`config.mk`:
```
export PLATFORM = sky130hd
export DESIGN_NAME = rhsi_stage
export DESIGN_NICKNAME = d
export VERILOG_FILES = /design/src/design/rhsi_pkg.sv /design/src/design/rhsi_stage.sv
export SDC_FILE = /design/constraint.sdc
export NUM_CORES = 1
export LEC_CHECK = 0
export ABC_AREA = 1
export BUFFER_PORTS_ARGS = -buffer_cell sky130_fd_sc_hd__buf_2
export CAP_MARGIN = 20
export CORE_ASPECT_RATIO = 1.1
export CORE_MARGIN = 5
export CORE_UTILIZATION = 50
export CTS_CLUSTER_SIZE = 8
export DETAILED_ROUTE_END_ITERATION = 8
export GPL_TIMING_DRIVEN = 0
export PLACE_DENSITY = 0.8
export SLEW_MARGIN = 5
export SYNTH_ARGS = -nofsm -noshare
export SYNTH_HDL_FRONTEND = slang
export SYNTH_SLANG_ARGS = --single-unit
export TNS_END_PERCENT = 20
```
`constraint.sdc`:
```
create_clock -name clk -period 5.92 [get_ports clk]
set_clock_uncertainty 0.1 [all_clocks]
set_input_delay 1.184 -clock clk [delete_from_list [all_inputs] [get_ports clk]]
set_output_delay 1.184 -clock clk [all_outputs]
set_load 0.02 [all_outputs]
```
`src/design/rhsi_pkg.sv`:
```
// Shared types, constants and tables for the RGB to HSI pixel converter.
// No dependencies.
package rhsi_pkg;

  localparam int CORDIC_STEPS = 16;   // 8..24, also covers the 8 divide steps
  localparam int DIV_STEPS    = 8;
  localparam int XW           = 30;   // CORDIC x/y width, holds gain growth
  localparam int IDX_W        = 5;
  localparam logic [17:0] SQRT3_Q16 = 18'd113512;
  localparam logic [31:0] HALF_TURN = 32'h8000_0000;

  typedef struct packed {
    logic signed [XW-1:0] x;
    logic signed [XW-1:0] y;
    logic [31:0]          ang;
    logic [18:0]          rem;      // divide remainder
    logic [10:0]          den;      // 2*sum
    logic [7:0]           quo;
    logic [7:0]           inten;
    logic                 sat_ok;
    logic                 grey;
    logic                 spec;     // hue is an exact multiple of 60 deg
    logic [7:0]           spec_hue;
  } pix_t;

  // atan(2^-i) in 2^-32 turns
  function automatic logic [31:0] atan_turn(input logic [IDX_W-1:0] i);
    logic [31:0] v;
    unique case (i)
      5'd0:  v = 32'd536870912;
      5'd1:  v = 32'd316933406;
      5'd2:  v = 32'd167458907;
      5'd3:  v = 32'd85004756;
      5'd4:  v = 32'd42667331;
      5'd5:  v = 32'd21354465;
      5'd6:  v = 32'd10679838;
      5'd7:  v = 32'd5340245;
      5'd8:  v = 32'd2670163;
      5'd9:  v = 32'd1335087;
      5'd10: v = 32'd667544;
      5'd11: v = 32'd333772;
      5'd12: v = 32'd166886;
      5'd13: v = 32'd83443;
      5'd14: v = 32'd41722;
      5'd15: v = 32'd20861;
      5'd16: v = 32'd10430;
      5'd17: v = 32'd5215;
      5'd18: v = 32'd2608;
      5'd19: v = 32'd1304;
      5'd20: v = 32'd652;
      5'd21: v = 32'd326;
      5'd22: v = 32'd163;
      5'd23: v = 32'd81;
      default: v = 32'd0;
    endcase
    return v;
  endfunction

endpackage

```
`src/design/rhsi_stage.sv`:
```
// One pipeline stage: a CORDIC vectoring step and, in the first stages,
// one quotient bit of the saturation divide. Depends on rhsi_pkg.
module rhsi_stage (
  input  logic                          clk,
  input  logic                          rst_n,
  input  logic                          en,
  input  logic [rhsi_pkg::IDX_W-1:0]    idx,
  input  logic                          vin,
  input  rhsi_pkg::pix_t                din,
  output logic                          vout_r,
  output rhsi_pkg::pix_t                dout_r
);
  import rhsi_pkg::*;

  pix_t                 p;
  logic signed [XW-1:0] dx;
  logic signed [XW-1:0] dy;
  logic [2:0]           qsh;
  logic [18:0]          dsh;

  always_comb begin
    p  = din;
    dx = din.y >>> idx;
    dy = din.x >>> idx;
    if (!din.y[XW-1]) begin
      p.x   = din.x + dx;
      p.y   = din.y - dy;
      p.ang = din.ang + atan_turn(idx);
    end else begin
      p.x   = din.x - dx;
      p.y   = din.y + dy;
      p.ang = din.ang - atan_turn(idx);
    end
    // restoring divide, MSB quotient bit first
    qsh = 3'(DIV_STEPS - 1) - idx[2:0];
    dsh = 19'(din.den) << qsh;
    if (idx < IDX_W'(DIV_STEPS)) begin
      if (din.rem >= dsh) begin
        p.rem      = din.rem - dsh;
        p.quo[qsh] = 1'b1;
      end
    end
  end

  always_ff @(posedge clk) begin
    if (!rst_n) begin
      vout_r <= 1'b0;
    end else if (en) begin
      vout_r <= vin;
    end
  end

  always_ff @(posedge clk) begin
    if (en) begin
      dout_r <= p;
    end
  end

endmodule

```
Word level (Yosys, flattened, before mapping)
Memories as Yosys holds them, arrays and structs flattened.
Index checks and enable logic that the tools add are counted.
{"block": "word_totals", "reg_bits": 150, "rom_bits": 1920, "inputBits": 158, "out_inout_bits": 150, "wordCells": 40, "memories": 2}
{"block": "classes", "add_sub_neg": 8, "order_cmp": 4, "shifts": 3, "muxes": 9, "bitwise": 1, "reduce_logical": 1}
{"name": "(no name shown)", "depth": 32, "word_bits": 30, "read_ports": 1, "rd_ports_with_merged_regs": 0, "write_ports": 0, "line": "rhsi_pkg.sv:29", "text": "unique case (i)"}
{"name": "(no name shown)", "depth": 32, "word_bits": 30, "read_ports": 1, "rd_ports_with_merged_regs": 0, "write_ports": 0, "line": "rhsi_pkg.sv:29"}
{"op": "92-bit 2-to-1 mux", "n": 1}
{"op": "32-bit 2-to-1 mux", "n": 2}
{"op": "30-bit adder", "n": 2}
{"op": "30-bit by 5-bit >>> shifter with 30-bit output", "n": 2}
{"op": "30-bit subtractor", "n": 2}
{"op": "19-bit 2-to-1 mux", "n": 2}
{"op": "32-bit adder", "n": 1}
{"op": "32-bit subtractor", "n": 1}
{"op": "19-bit greater-or-equal comparator", "n": 1}
{"op": "11-bit by 3-bit left shift with 19-bit output", "n": 1}
{"op": "19-bit subtractor", "n": 1}
{"op": "8-bit 2-to-1 mux", "n": 2}
{"op": "8-bit bitwise OR", "n": 1}
{"op": "5-bit by 4-bit less-than comparator with 1-bit output (second input constant)", "n": 1}
{"op": "3-bit by 4-bit less-than comparator with 1-bit output (second input constant)", "n": 1}
{"op": "1-bit demux with 3-bit select", "n": 1}
{"op": "3-bit by 1-bit greater-or-equal comparator with 1-bit output (second input constant)", "n": 1}
{"op": "3-bit subtractor (first input constant)", "n": 1}
{"op": "1-bit logical AND", "n": 1}
{"op": "1-bit 2-to-1 mux", "n": 1}

Depth between registers and ports, before layout
{"block": "depth", "word_depth": 8, "mapped_depth": 34, "ltp_nobuf": 32}

Least setup slack after synthesis
Ideal clock, no wire load.
{"block": "synth_path", "path_kind": "input-to-reg", "startpoint": "in idx[1] (netlist bit)", "endpoint": "reg dout_r[86] (netlist bit), data pin", "arrival_time_ns": 5.069, "required_time_ns": 5.560, "slack_ns": 0.491, "stages": 32, "path_buffers": 4, "cell_sequence": "buf_6 inv_4 buf_6 buf_6 buf_2 ha_1 inv_1 nand2_1 nand2_1 nand2_1 nand3_1 o31a_1 ha_1 inv_1 nor3_2 nand3_1 nor2_1 nand3_1 nor2_1 nor2_1 nand2_1 nand2_1 ha_1 nand2_1 nor4_1 nand2_1 o211ai_1 nand2_1 o211ai_1 nand2_1 nand2_1 xor2_1"}
{"item": "start, declared", "line": "rhsi_stage.sv:7", "text": "input logic [rhsi_pkg::IDX_W-1:0] idx,"}
{"item": "end signal, assigned", "line": "rhsi_stage.sv:55", "text": "dout_r <= p;"}
{"item": "end, declared", "line": "rhsi_stage.sv:11", "text": "output rhsi_pkg::pix_t dout_r"}

==> metrics.yaml <==
dp.cells: 3298
cellInternalPower_mw: 2.90
crit_type: "primary input to register"
path_buf_inv: 7
cts_buffers: 17
worstHoldPathType: "register to register"
maxSlewViolCount: 0
setup_viol: 0
synth_nets: 2841
synth_seq_cells: 150
cp-end-kind: "register"
status: "completed"
core_area_sq_mm: 0.0339
cts_tree: "done"
io_buffers: 303
yosys.area.top_type: "edfxtp_1"
clock-sinks: 150
grt_start_max_net_pins: 91
post-route-util: 0.586
ios: 308
dp_slack_ns: -0.875
drive_gt1_frac: 0.165
synthesis.area_sq_mm: 0.0170
cp_max_fo: 22
cpMaxStageDelayCell: "ha_1"
die-area_sq_mm: 0.0379
worstSkewPairLatency_ns: 0.46
grt_pass1_vias: 18688
final_common_cell: "nand2_1"
nets: 3164
synth_flop_cell: "edfxtp_1"
rows: 71
rr_worst_depth: 2
p_sw_frac: 0.441
seq_area_frac_synth: 0.264
drtIter0Drc: 1941
p_switching_mw: 2.29
hold_violations: 0
ir_worst_vdd_mv: 0.196
first_pass_iters: 8
crit_family: "simple AND/OR/NAND/NOR gates"
yosys.area.top_type_share: 0.262
rsz0062_at_grt: "no"
worstPathRequired_ns: 6.12
p_per_area_mw_per_mm2: 261
cp-start-kind: "primary input"
start_util: 0.502
grt_usage: 0.356
synth_edf_count: 149
cts_root_buf: "clkbuf_16"
max_freq_mhz: 178
yosysUniqueCellTypes: 53
arrival_ns: 5.84
stdcell_count: 3330
min_period_over_period: 0.951
cap_violations: 0
antenna_found_initial: 1
n_antenna_cell: 0
slowest_delay_ns: 0.36
cts_buffer_depth: 2
path_common_cell: "nand2_1"
relSlewSlack: 0.339
netlist_instances: 2556
post-route-min-period_ns: 5.63
p_leak_nw: 10.1
syn_to_final_growth_pct: 16.6
whs_path_depth: 2
cp_num_cells: 32
combPwrFrac: 0.485
tightest_slew_ns: 0.992
vias: 19478
ys_async_sr_fraction: 0
htreeDepth: 4
synth.area.top_cells: "edfxtp_1, nand2_1, nand3_1"
final_area_sq_mm: 0.0199
wirelength_mm: 69.9
setup_ws_ns: 0.287
drtAntennaViolNets: 0
syn_area_per_cell_sq_um: 6.67
postPlaceCellArea_sq_mm: 0.0191
pwr-share-seq: 0.290
grt_pass1_wl_mm: 104
dp_hpwl_mm: 57.0
fp.dieH_um: 204
clkPwrFrac: 0.224
overflow: 0
final_cell_mix: "nand2_1, nand3_1, buf_2"
post_drt_via_cell_ratio: 5.85
yosys_warnings: 0
die_w_um: 186
gp_congestion: 1.02
drc_errors: 0
wire_per_inst_um: 21.0
path_clk_slew_ns: 0.07
[through the flow]
step	power (mW)	hold WS (ns)	setup TNS, ns
6_report	5.19	0.459	0
5_1_grt	5.49	0.480	0
4_1_cts	5.15	0.458	0
3_5_place_dp	3.98	0.438	-10.10
3_3_place_gp	3.94	0.415	-9.13
2_1_floorplan	3.21	0.506	0
[sequential cells by signal, indices dropped and copies added, names as in the netlist]
name	count
vout_r	1
dout_r	149
[repair_timing]
item	4_1_cts	5_1_grt
hold buffers	0	0
gates resized for setup	2	26
pin swaps	1	5
endpoints found under the setup margin	9	19
setup buffers	1	2
[cells by family after synthesis]
family                   count (synthesis)  synth area share
AO/OA/AOI/OAI                          379             0.126
XOR/XNOR                               151            0.0776
adder cells (fa/ha/maj)                127            0.0950
buffers and inverters                  340            0.0870
flip-flops                             150             0.264
multiplexers                             7           0.00411
AND/OR/NAND/NOR                       1402             0.347
[final cells by class]
cell class | instances | area (sq um)
plain buffers | 87 | 538
clock buffers | 17 | 425
clock inverters | 15 | 200
fillers | 3313 | 14100
inverters | 250 | 946
multi-input cells | 2066 | 11200
flip-flops and latches | 150 | 4490
well taps | 438 | 548
repair buffers | 307 | 1570
[synth_stat cells, types with 3 or more instances]
cell type and n:
fa_1 4, o221a_2 3, nand3_2 3, a31oi_1 11, clkbuf_1 19, o211ai_1 15, nor4_1 8, xnor2_1 47
a21oi_1 148, buf_1 12, inv_4 3, inv_2 16, nor2_2 16, buf_4 10, a31o_2 3, a21oi_2 3
nand2_1 808, edfxtp_1 149, nor2_1 166, o21ai_0 133, a21o_1 10, o21bai_1 9, nand3b_1 3, o22ai_1 3
o21ai_1 9, a21boi_0 9, buf_2 33, nand4_1 17, xor2_1 104, nor3_1 17, buf_6 16, mux2i_1 7
nand2_2 9, o21ai_2 3, inv_1 230, o21a_1 5, nand3_1 349, ha_1 123, a41o_1 3
[worst min-delay path: stages (launching register included)]
cell and delay (ns):
dfxtp_1 0.32, o21ai_0 0.16, a21oi_1 0.04
[metal layers]
layer,vias to the layer above,routed length (um),track usage
met3,231,5880,0.0651
met5,-,0,0
met1,8971,26700,0.424
met2,1070,33400,0.609
met4,0,4020,0.186
li1,9206,-,-
[worst paths after layout]
| path | start | end | slack [ns] |
|---|---|---|---|
| worst max-delay path | idx[0] | dout_r[86] | 0.29 |
| worst min-delay path | vout_r | vout_r | 0.46 |
| worst max register to register | vout_r | vout_r | 5.16 |
| worst min register to register | vout_r | vout_r | 0.46 |
[power groups by stage]
stage          clock network, mW  logic, mW  registers (mW)
3_3_place_gp                   0       2.41            1.53
3_5_place_dp                   0       2.45            1.53
6_report                    1.16       2.52            1.51
5_1_grt                     1.23       2.73            1.53
4_1_cts                     1.18       2.47            1.51
2_1_floorplan                  0       1.40            1.82
No activity file was read; power rests on OpenSTA's default activity.
