==> config.mk <==
export PLATFORM = sky130hd
export DESIGN_NAME = rhsi_front
export DESIGN_NICKNAME = d
export VERILOG_FILES = /design/src/design/rhsi_pkg.sv /design/src/design/rhsi_front.sv
export SDC_FILE = /design/constraint.sdc
export NUM_CORES = 1
export LEC_CHECK = 0
export ABC_AREA = 0
export ABC_CLOCK_PERIOD_IN_PS = 14500
export BUFFER_PORTS_ARGS = -buffer_cell sky130_fd_sc_hd__clkbuf_2
export CAP_MARGIN = 5
export CORE_UTILIZATION = 40
export DETAILED_ROUTE_END_ITERATION = 6
export PLACE_DENSITY = 0.71
export SYNTH_ARGS = -nofsm -noshare
export SYNTH_HDL_FRONTEND = slang
export SYNTH_SLANG_ARGS = --single-unit
==> constraint.sdc <==
create_clock -name clk -period 14.5 [get_ports clk]
set_input_delay 2.9 -clock clk [delete_from_list [all_inputs] [get_ports clk]]
set_output_delay 2.9 -clock clk [all_outputs]
set_load 0.005 [all_outputs]
==> src/design/rhsi_pkg.sv <==
// Shared types, constants and tables for the RGB to HSI pixel converter.
// No dependencies.
package rhsi_pkg;

  localparam int CORDIC_STEPS = 16;   // 8..24, also covers the 8 divide steps
  localparam int DIV_STEPS    = 8;
  localparam int XW           = 30;   // CORDIC x/y width, holds gain growth
  localparam int IDX_W        = 5;
  localparam logic [17:0] SQRT3_Q16 = 18'd113512;
  localparam logic [31:0] HALF_TURN = 32'h8000_0000;

  typedef struct packed {
    logic signed [XW-1:0] x;
    logic signed [XW-1:0] y;
    logic [31:0]          ang;
    logic [18:0]          rem;      // divide remainder
    logic [10:0]          den;      // 2*sum
    logic [7:0]           quo;
    logic [7:0]           inten;
    logic                 sat_ok;
    logic                 grey;
    logic                 spec;     // hue is an exact multiple of 60 deg
    logic [7:0]           spec_hue;
  } pix_t;

  // atan(2^-i) in 2^-32 turns
  function automatic logic [31:0] atan_turn(input logic [IDX_W-1:0] i);
    logic [31:0] v;
    unique case (i)
      5'd0:  v = 32'd536870912;
      5'd1:  v = 32'd316933406;
      5'd2:  v = 32'd167458907;
      5'd3:  v = 32'd85004756;
      5'd4:  v = 32'd42667331;
      5'd5:  v = 32'd21354465;
      5'd6:  v = 32'd10679838;
      5'd7:  v = 32'd5340245;
      5'd8:  v = 32'd2670163;
      5'd9:  v = 32'd1335087;
      5'd10: v = 32'd667544;
      5'd11: v = 32'd333772;
      5'd12: v = 32'd166886;
      5'd13: v = 32'd83443;
      5'd14: v = 32'd41722;
      5'd15: v = 32'd20861;
      5'd16: v = 32'd10430;
      5'd17: v = 32'd5215;
      5'd18: v = 32'd2608;
      5'd19: v = 32'd1304;
      5'd20: v = 32'd652;
      5'd21: v = 32'd326;
      5'd22: v = 32'd163;
      5'd23: v = 32'd81;
      default: v = 32'd0;
    endcase
    return v;
  endfunction

endpackage

==> src/design/rhsi_front.sv <==
// Input stage: sum, min, intensity, divide operands, CORDIC seed, special hues.
// Depends on rhsi_pkg.
module rhsi_front (
  input  logic                clk,
  input  logic                rst_n,
  input  logic                en,
  input  logic                vin,
  input  logic [7:0]          red,
  input  logic [7:0]          green,
  input  logic [7:0]          blue,
  input  logic                method,
  output logic                vout_r,
  output rhsi_pkg::pix_t      dout_r
);
  import rhsi_pkg::*;

  logic [9:0]           sum;
  logic [7:0]           mn;
  logic [9:0]           diff;
  logic [9:0]           ivec;
  logic [21:0]          iprod;
  logic [7:0]           inten;
  logic signed [10:0]   xd;
  logic signed [8:0]    yd;
  logic signed [XW-1:0] x0;
  logic signed [XW-1:0] y0;
  logic [18:0]          num;
  pix_t                 p;

  always_comb begin
    sum  = {2'b0, red} + {2'b0, green} + {2'b0, blue};
    mn   = red;
    if (green < mn) mn = green;
    if (blue < mn) mn = blue;
    diff = sum - 10'(3 * {2'b0, mn});
    // 510*diff + sum
    num  = 19'({diff, 9'b0}) - 19'({diff, 1'b0}) + 19'(sum);
    ivec  = method ? sum + 10'd1 : sum;
    iprod = 22'(ivec) * 22'd2731;     // /3 by reciprocal, exact below 8192
    inten = iprod[20:13];
    xd = $signed({3'b0, red} <<< 1) - $signed({3'b0, green}) - $signed({3'b0, blue});
    yd = $signed({1'b0, green}) - $signed({1'b0, blue});
    x0 = $signed({{(XW-27){xd[10]}}, xd, 16'b0});
    y0 = XW'($signed({{(XW-9){yd[8]}}, yd}) * $signed({{(XW-18){1'b0}}, SQRT3_Q16}));

    p        = '0;
    p.rem    = num;
    p.den    = {sum, 1'b0};
    p.inten  = inten;
    p.sat_ok = method ? (sum != 10'd0) : (inten != 8'd0);
    p.grey   = (red == green) && (green == blue);
    if (xd < 0) begin
      p.x   = -x0;
      p.y   = -y0;
      p.ang = HALF_TURN;
    end else begin
      p.x   = x0;
      p.y   = y0;
      p.ang = '0;
    end
    p.spec = 1'b1;
    if (green == blue)      p.spec_hue = (red > green) ? 8'd0 : 8'd128;
    else if (red == green)  p.spec_hue = (red > blue) ? 8'd43 : 8'd170;
    else if (red == blue)   p.spec_hue = (red > green) ? 8'd213 : 8'd85;
    else begin
      p.spec     = 1'b0;
      p.spec_hue = 8'd0;
    end
  end

  always_ff @(posedge clk) begin
    if (!rst_n) begin
      vout_r <= 1'b0;
    end else if (en) begin
      vout_r <= vin;
    end
  end

  always_ff @(posedge clk) begin
    if (en) begin
      dout_r <= p;
    end
  end

endmodule

# Word level (Yosys, flattened, before mapping)
# Cells that the tools add are included.
# classes
reduce_logical	4
n_lt_le_gt_ge	5
multipliers	3
muxes	12
n_addsub	11
eq_ne	3
# ops
cell	count
$mux W92	1
$mux W8	8
$neg A27 Y30	2
$eq A8 B8 Y1	3
$mul A9 B15 Y24 const B	1
$mul A10 B12 Y21 const B	1
$add A19 B10 Y19	1
$sub A19 B11 Y19	1
$gt A8 B8 Y1	2
$lt A8 B8 Y1	2
$lt A11 B1 Y1 const B	1
$sub A10 B9 Y11	1
$add A10 B1 Y10 const B	1
$add A9 B8 Y10	1
$mul A2 B8 Y10 const A	1
$mux W10	1
$reduce_bool A10 Y1	1
$sub A10 B10 Y10	1
$sub A9 B8 Y10	1
$add A8 B8 Y9	1
$sub A8 B8 Y9	1
$reduce_bool A8 Y1	1
$mux W1	2
$reduce_or A2 Y1	1
$logic_and A1 B1 Y1	1
# totals
inputBits	29
elab_cells	51
reg_bits	141

# Logic depth before layout (Yosys ltp)
# Gate-level depths: netlist of the first run.
# depth
ltp_word	8
mapped_depth	39
ltp_nobuf	38

# Worst setup path before layout of the first run
# Ideal clock, no wire load.
# synth_path
path_type	input-to-reg
start	input port green[1]
end	register dout_r[56] in the netlist's numbering, data pin
stages	33
setup_slack_ns	4.159
setup_time_ns	0.259
t_arrival_ns	10.081
cell_sequence	inv_1 -> ha_1 -> nor2b_1 -> o21a_1 -> o21ai_0 -> a2111oi_0 -> nor2_1 -> clkbuf_1 -> a21oi_1 -> ha_1 -> a21o_1 -> a2111oi_0 -> a21oi_4 -> mux2_2 -> fa_1 -> ha_1 -> nor2b_1 -> o21ai_0 -> nand2b_1 -> a21o_1 -> a21o_1 -> a31oi_1 -> xor2_1 -> fa_1 -> ha_1 -> or3_1 -> o22ai_1 -> o21ba_2 -> nand4_1 -> a31oi_1 -> a21oi_1 -> o21bai_1 -> xnor2_1
# synth_between
elab_chain_len	8
# synth_lines
item	line_no	text
start, declared	rhsi_front.sv:9	input logic [7:0] green,
$lt A8 B8 Y1	rhsi_front.sv:33	if (green < mn) mn = green;
$mux W8	rhsi_front.sv:33	
$lt A8 B8 Y1	rhsi_front.sv:34	if (blue < mn) mn = blue;
$mux W8	rhsi_front.sv:34	
$mul A2 B8 Y10	rhsi_front.sv:35	diff = sum - 10'(3 * {2'b0, mn});
$sub A10 B10 Y10	rhsi_front.sv:35	
$sub A19 B11 Y19	rhsi_front.sv:37	num = 19'({diff, 9'b0}) - 19'({diff, 1'b0}) + 19'(sum);
$add A19 B10 Y19 *	rhsi_front.sv:37	
net num[18]	rhsi_front.sv:27	logic [18:0] num;
end signal, assigned	rhsi_front.sv:81	dout_r <= p;
end, declared	rhsi_front.sv:13	output rhsi_pkg::pix_t dout_r
# The timed path passes the listed nets; every way through them passes the cells marked *.
# A chain may end at the register's enable or synchronous reset.

# Worst setup path in the final report of the first run
# Ends and elaborated chain as after synthesis.

==> impl_summary.log, run 1 <==
INFO  metric area.growth.synth_to_final = 9.57%
INFO  metric post_synth_top_area_cell = ha_1
INFO  metric clock_skew = 0 ns
INFO  metric grt_setup_unrepaired = no
INFO  metric gr-max-usage-layer = met2
INFO  metric crit_arrival = 11.00 ns
INFO  metric cts_made_buffers = 9
INFO  metric synth_seq_area_share = 0.210
INFO  metric slew_headroom = 0.310
INFO  metric hold_path.startpoint = vout_r
INFO  metric synth.ff_latch_count = 85
INFO  metric route.detailed.vias_per_inst = 5.07
INFO  metric largest_buffer_count_on_any_clock_path = 2
INFO  metric hold_end = vout_r
INFO  metric synth_top_flop_cell = edfxtp_1
INFO  metric reg2regPathDepth = 2
INFO  metric synth_area_per_cell = 9.81 um^2
INFO  metric reg2reg_setup_slack = 13.89 ns
INFO  metric synth_top_area_share = 0.218
INFO  metric setup_total_negative_slack = 0 ns
INFO  metric synth.distinct_cells = 78
INFO  metric postCtsHoldBufs = 0
INFO  metric post-route-period-util = 0.752
INFO  metric post_cts.resized_instances = 0
INFO  metric antenna_found_initial = 1
INFO  metric finalWeightedCongestion = 0.900
INFO  metric mostFrequentLayoutCells = ha_1 (211), inv_1 (210), clkbuf_2 (118)
INFO  metric firstDrtPassIters = 5
INFO  metric num_vias = ~9k
INFO  metric grt_util_all_layers = 0.182
INFO  metric drtAntennaViolNets = 0
INFO  metric gr-usage-met2 = 0.349
INFO  metric cpLargestDelayFamily = compound AO/OA/AOI/OAI gates
INFO  metric drcViolationCount = 0
INFO  metric timing.rr.start = vout_r
INFO  metric first_pass_grt_wire_length = ~44 mm
INFO  metric synth_cells = 1,233
INFO  metric place_hpwl = between 20 and 25 mm
INFO  metric finalHoldViolCount = 0
INFO  metric cp-end-kind = flop
INFO  metric period_needed = around 11 ns
INFO  metric max_slew.worst_pin.slew = 1.04 ns
INFO  metric num-fill-cells = 2,811
INFO  metric fmaxAchievable = 91.7 MHz
INFO  metric synth-edff-count = 84
INFO  metric ioPinCount = 179
INFO  metric wirelength = 27.5 mm
INFO  metric initialDrtViolationCount = 447
INFO  metric cts_post_setup_buffers_inserted = 0
INFO  metric nNetsFinal = ~1.7k
INFO  metric yosys-top-cells-area = ha_1 (22%), edfxtp_1 (21%), fa_1 (15%), inv_1 (6.5%), xnor2_1 (5.3%)
INFO  metric reg2reg_capture_point = vout_r
INFO  metric fp.dieW = between 150 and 200 um
INFO  metric placementRows = 63
INFO  metric cts_tree = built
INFO  metric worstSetupPathType = in2reg
INFO  metric clk_latency = 0.35 ns
INFO  metric max-cap-violations = 0
INFO  metric core_area = 29,700 um^2
INFO  metric crit_path_top_delay_cell = a2111oi_0
INFO  metric asyncSetResetFlopFracSynth = 0
INFO  metric clock_tree.htree_level_count = 3
INFO  metric timing.critical_path.buf_inv = 3
INFO  metric layout-drive-gt1-share = 0.126
INFO  metric report.final.setup_viol = 0
INFO  metric required_time_at_the_endpoint_of_the_critical_path = roughly 15 ns
INFO  metric clk_transition_reported_paths = about 0.070 ns
INFO  metric avgRoutedWirePerCell = 15.7 um
INFO  metric die-area = 31,000 um^2
INFO  metric status = finished clean
INFO  metric hold_class = reg2reg
INFO  metric cts.sink_count = 85
INFO  metric floorplan.initialDensity = 0.407
INFO  metric slew_violations = 0
INFO  metric die_h = between 150 and 200 um
INFO  metric synth-warning-count = 0
INFO  metric root_buf_cell = clkbuf_16
INFO  metric hold-path-cell-count = 2
INFO  metric via_count_of_the_first_global_routing_pass = 9,027
INFO  metric crit_top_cell = ha_1
INFO  metric grt-ovfl-total = 0
INFO  metric groute.layer.met1.usage = 0.207
INFO  metric grt_max_degree = 79
INFO  metric critPathLaunchType = primary input
INFO  metric groute.layer.met3.usage = 0.0250
INFO  metric critPathMaxFanout = 15
INFO  metric cp_peak_stage_delay = 0.78 ns
INFO  metric io_buffer_count = 119
INFO  metric final_common_cell = ha_1
INFO  metric synthesis.area = about 12,000 um^2
-- how the worst max path moves through the flow --
stage,from,end,depth (start not counted)
6_report,green[1],dout_r[56],34
5_1_grt,green[1],dout_r[56],35
4_1_cts,green[1],dout_r[56],34
3_5_place_dp,green[1],dout_r[56],34
3_3_place_gp,green[1],dout_r[56],34
2_1_floorplan,green[1],dout_r[56],33
-- per-stage QoR --
stage | std cells | utilization | cell area, um^2 | hold slack, ns | setup slack, ns
floorplan | 1295 | - | 12300 | 0.507 | 4.16
global placement | 1738 | 0.435 | 12900 | 0.499 | 3.49
detailed placement | 1738 | 0.435 | 12900 | 0.510 | 3.34
CTS | 1754 | 0.446 | 13300 | 0.526 | 3.67
global route | 1754 | 0.446 | 13300 | 0.575 | 3.21
finish | 1755 | 0.446 | 13300 | 0.526 | 3.60
-- worst register-to-register path: stages, from the launching register on --
cell     delay, ns
dfxtp_1       0.31
mux2i_1       0.14
nor2b_1       0.06
-- registers in the layout (all words and copies together) (netlist names) --
name    count
vout_r      1
dout_r     84
-- per-layer routing --
metal,vias to the layer above,wire length [um],part of all wire
li1,4367,-,-
met1,4268,11300,0.41
met2,231,14600,0.53
met3,33,1190,0.043
met4,0,497,0.018
met5,-,0,0
-- Yosys cell counts, types with 6 or more instances --
master and n:
inv_1 210, nand4_1 9, a211oi_1 8, o21ai_1 9, a21oi_1 54, o21bai_1 8, nor3_1 17, fa_1 92
ha_1 211, a21o_1 27, nor2_1 56, and2_1 6, buf_4 65, xnor2_1 73, o21a_1 17, edfxtp_1 84
mux2i_1 7, nand3_1 12, a31oi_1 11, o211ai_1 6, o31ai_1 11, nand2_1 42, xor2_1 30, nand2b_1 10
nor2b_1 14, o21ai_0 39
-- cell type report --
class	instances	area [um^2]	share of cell area
clock buffers	11	233	0.0176
well taps	390	488	0.0368
multi-input cells	928	8480	0.640
diodes	1	2.50	0.000189
clock inverters	5	83.8	0.00632
inverters	211	792	0.0597
repair buffers	124	636	0.0479
flip-flops and latches	85	2540	0.192
-- cell families after synthesis --
logic type                 synth area share
adders and majority gates             0.370
buffers and inverters                 0.108
AOI/OAI and AO/OA                     0.134
and+or+nand+nor                      0.0912
xor gates and xnor gates             0.0745
DFF                                   0.210
muxes                                0.0114
other                              0.000310
Power of run 1 is not shown: default switching activity piles up to over one toggle a cycle in this logic, so the estimate is an artifact.
==> inputs of run 2 (changes only) <==
--- a/config.mk
+++ b/config.mk
@@ -6,12 +6,12 @@
 export NUM_CORES = 1
 export LEC_CHECK = 0
 export ABC_AREA = 0
-export ABC_CLOCK_PERIOD_IN_PS = 14500
+export ABC_CLOCK_PERIOD_IN_PS = 10000
 export BUFFER_PORTS_ARGS = -buffer_cell sky130_fd_sc_hd__clkbuf_2
 export CAP_MARGIN = 5
 export CORE_UTILIZATION = 40
 export DETAILED_ROUTE_END_ITERATION = 6
-export PLACE_DENSITY = 0.71
+export PLACE_DENSITY = 0.74
 export SYNTH_ARGS = -nofsm -noshare
 export SYNTH_HDL_FRONTEND = slang
 export SYNTH_SLANG_ARGS = --single-unit
==> constraint.sdc (replaced) <==
create_clock -name clk -period 10 [get_ports clk]
set_input_delay 2 -clock clk [delete_from_list [all_inputs] [get_ports clk]]
set_output_delay 2 -clock clk [all_outputs]
set_load 0.005 [all_outputs]
==> run 2 against run 1 <==
First-iteration DRC count rose by 17%. Die area stayed put. Critical path depth rose by 1. Register-to-register slack got worse by 4.5 ns. Cell count up 0.97%. Routed wire length down 2.0%. Global-route usage down 0.065 points. Utilization is 0.37 points higher. Non-clock buffer count up 18. Flip-flop and latch count did not move. Final area rose by 0.84%. Critical endpoint unchanged.
==> impl_summary.log, run 2 (synthesis results as in run 1) <==
INFO  metric max_slew.worst_pin.slew = around 0.8 ns
INFO  metric wirelength = 27.0 mm
INFO  metric die-area = between 30,000 and 40,000 um^2
INFO  metric place_hpwl = 22.7 mm
INFO  metric grt_setup_unrepaired = no
INFO  metric via_count_of_the_first_global_routing_pass = 9,147
INFO  metric nNetsFinal = 1,709
INFO  metric crit_path_top_delay_cell = fa_1
INFO  metric largest_buffer_count_on_any_clock_path = 2
INFO  metric grt_util_all_layers = 0.181
INFO  metric clock_skew = 0 ns
INFO  metric largest_register_ffs = 84
INFO  metric status = finished clean
INFO  metric critPathLaunchType = primary input
INFO  metric crit_top_cell = ha_1
INFO  metric finalHoldViolCount = 0
INFO  metric gr-max-usage-layer = met2
INFO  metric core_area = 29,700 um^2
INFO  metric first_pass_grt_wire_length = 44.4 mm
INFO  metric reg.largest.list = dout_r (84), vout_r (1)
INFO  metric required_time_at_the_endpoint_of_the_critical_path = between 10 and 15 ns
INFO  metric slew_violations = 0
INFO  metric cts_tree = built
INFO  metric period_needed = 9.57 ns
INFO  metric cp_peak_stage_delay = 0.50 ns
INFO  metric postCtsHoldBufs = 0
INFO  metric clock_tree.htree_level_count = 3
INFO  metric final_common_cell = ha_1
INFO  metric antenna_found_initial = 1
INFO  metric cp-end-kind = flop
INFO  metric crit_arrival = 9.67 ns
INFO  metric largest_register = dout_r
INFO  metric hold_class = reg2reg
INFO  metric io_buffer_count = 119
INFO  metric finalWeightedCongestion = between 0.9 and 1
INFO  metric layout-drive-gt1-share = 0.140
INFO  metric num_vias = approximately 9.1k
INFO  metric ioPinCount = approximately 180
INFO  metric post_cts.resized_instances = 0
INFO  metric groute.layer.met3.usage = 0.0267
INFO  metric clk_transition_reported_paths = around 0.06 ns
INFO  metric reg2reg_setup_slack = between 9 and 10 ns
INFO  metric drcViolationCount = 0
INFO  metric cts.sink_count = between 80 and 90
INFO  metric avgRoutedWirePerCell = between 15 and 20 um
INFO  metric area_of_combinational_cells_with_multiple_inputs = 8520 um^2
INFO  metric grt-ovfl-total = 0
INFO  metric drtAntennaViolNets = 0
INFO  metric cts_post_setup_buffers_inserted = 0
INFO  metric post-route-period-util = 0.957
INFO  metric mostFrequentLayoutCells = ha_1 (211), inv_1 (210), clkbuf_2 (118)
INFO  metric max-cap-violations = 0
INFO  metric floorplan.initialDensity = 0.407
INFO  metric post-place-ws = -0.0716 ns
INFO  metric gr-usage-met2 = 0.335
INFO  metric placementRows = 63
INFO  metric clk_latency = between 0.3 and 0.4 ns
INFO  metric worst_slack = 0.433 ns
INFO  metric firstDrtPassIters = 5
INFO  metric cts_made_buffers = 9
INFO  metric slew_headroom = 0.463
INFO  metric root_buf_cell = clkbuf_16
INFO  metric initialDrtViolationCount = 523
INFO  metric groute.layer.met1.usage = 0.211
INFO  metric route.detailed.vias_per_inst = between 5 and 6
INFO  metric critPathMaxFanout = 15
INFO  metric die_h = approximately 180 um
INFO  metric worstSetupPathType = in2reg
INFO  metric seqCellArea = about 2500 um^2
INFO  metric number_of_antenna_repair_diodes = 0
INFO  metric grt_max_degree = 47
INFO  metric num-fill-cells = approximately 2.8k
INFO  metric report.final.setup_viol = 0
INFO  metric fmaxAchievable = 105 MHz
INFO  metric fp.dieW = 176 um
INFO  metric area.growth.synth_to_final = 10.5%
run 2: routing by layer:
| layer | vias to the layer above | part of all wire | wire (um) |
|---|---|---|---|
| met5 | - | 0.00041 | 11 |
| met4 | 2 | 0.023 | 632 |
| met3 | 53 | 0.041 | 1110 |
| met2 | 253 | 0.52 | 14100 |
| met1 | 4389 | 0.41 | 11200 |
| li1 | 4407 | - | - |
run 2: layout make-up:
class,instances,share of cell area
clock inverters,4,0.00187
inverters,211,0.0592
multi-input cells,928,0.637
flip-flops and latches,85,0.190
repair buffers,142,0.0576
well taps,390,0.0365
clock buffers,12,0.0177
run 2: path summary, 6_finish.rpt:
path / start / to / cells past startpoint
max: green[1] / dout_r[56] / 35
min: vout_r / vout_r / 2
max reg2reg: vout_r / vout_r / 2
min reg2reg: vout_r / vout_r / 2
run 2: worst max-delay path: cells and delay by family:
family                   cells  cell delay [ns]
AND/OR/NAND/NOR              7             1.43
adder cells (fa/ha/maj)      6             2.14
AO/OA/AOI/OAI               16             2.81
multiplexers                 1             0.35
XOR/XNOR                     2             0.46
buffers and inverters        3             0.46
run 2: through the flow:
| step | cell area (um^2) | cells | hold WS, ns | util | TNS [ns] |
|---|---|---|---|---|---|
| 2_1_floorplan | 12300 | 1295 | 0.507 | - | 0 |
| 3_3_place_gp | 13100 | 1756 | 0.501 | 0.440 | 0 |
| 3_5_place_dp | 13100 | 1756 | 0.551 | 0.440 | -0.134 |
| 4_1_cts | 13300 | 1772 | 0.563 | 0.449 | 0 |
| 5_1_grt | 13400 | 1772 | 0.585 | 0.450 | 0 |
| 6_report | 13400 | 1772 | 0.555 | 0.450 | 0 |
Power of run 2 is left out for the same reason.
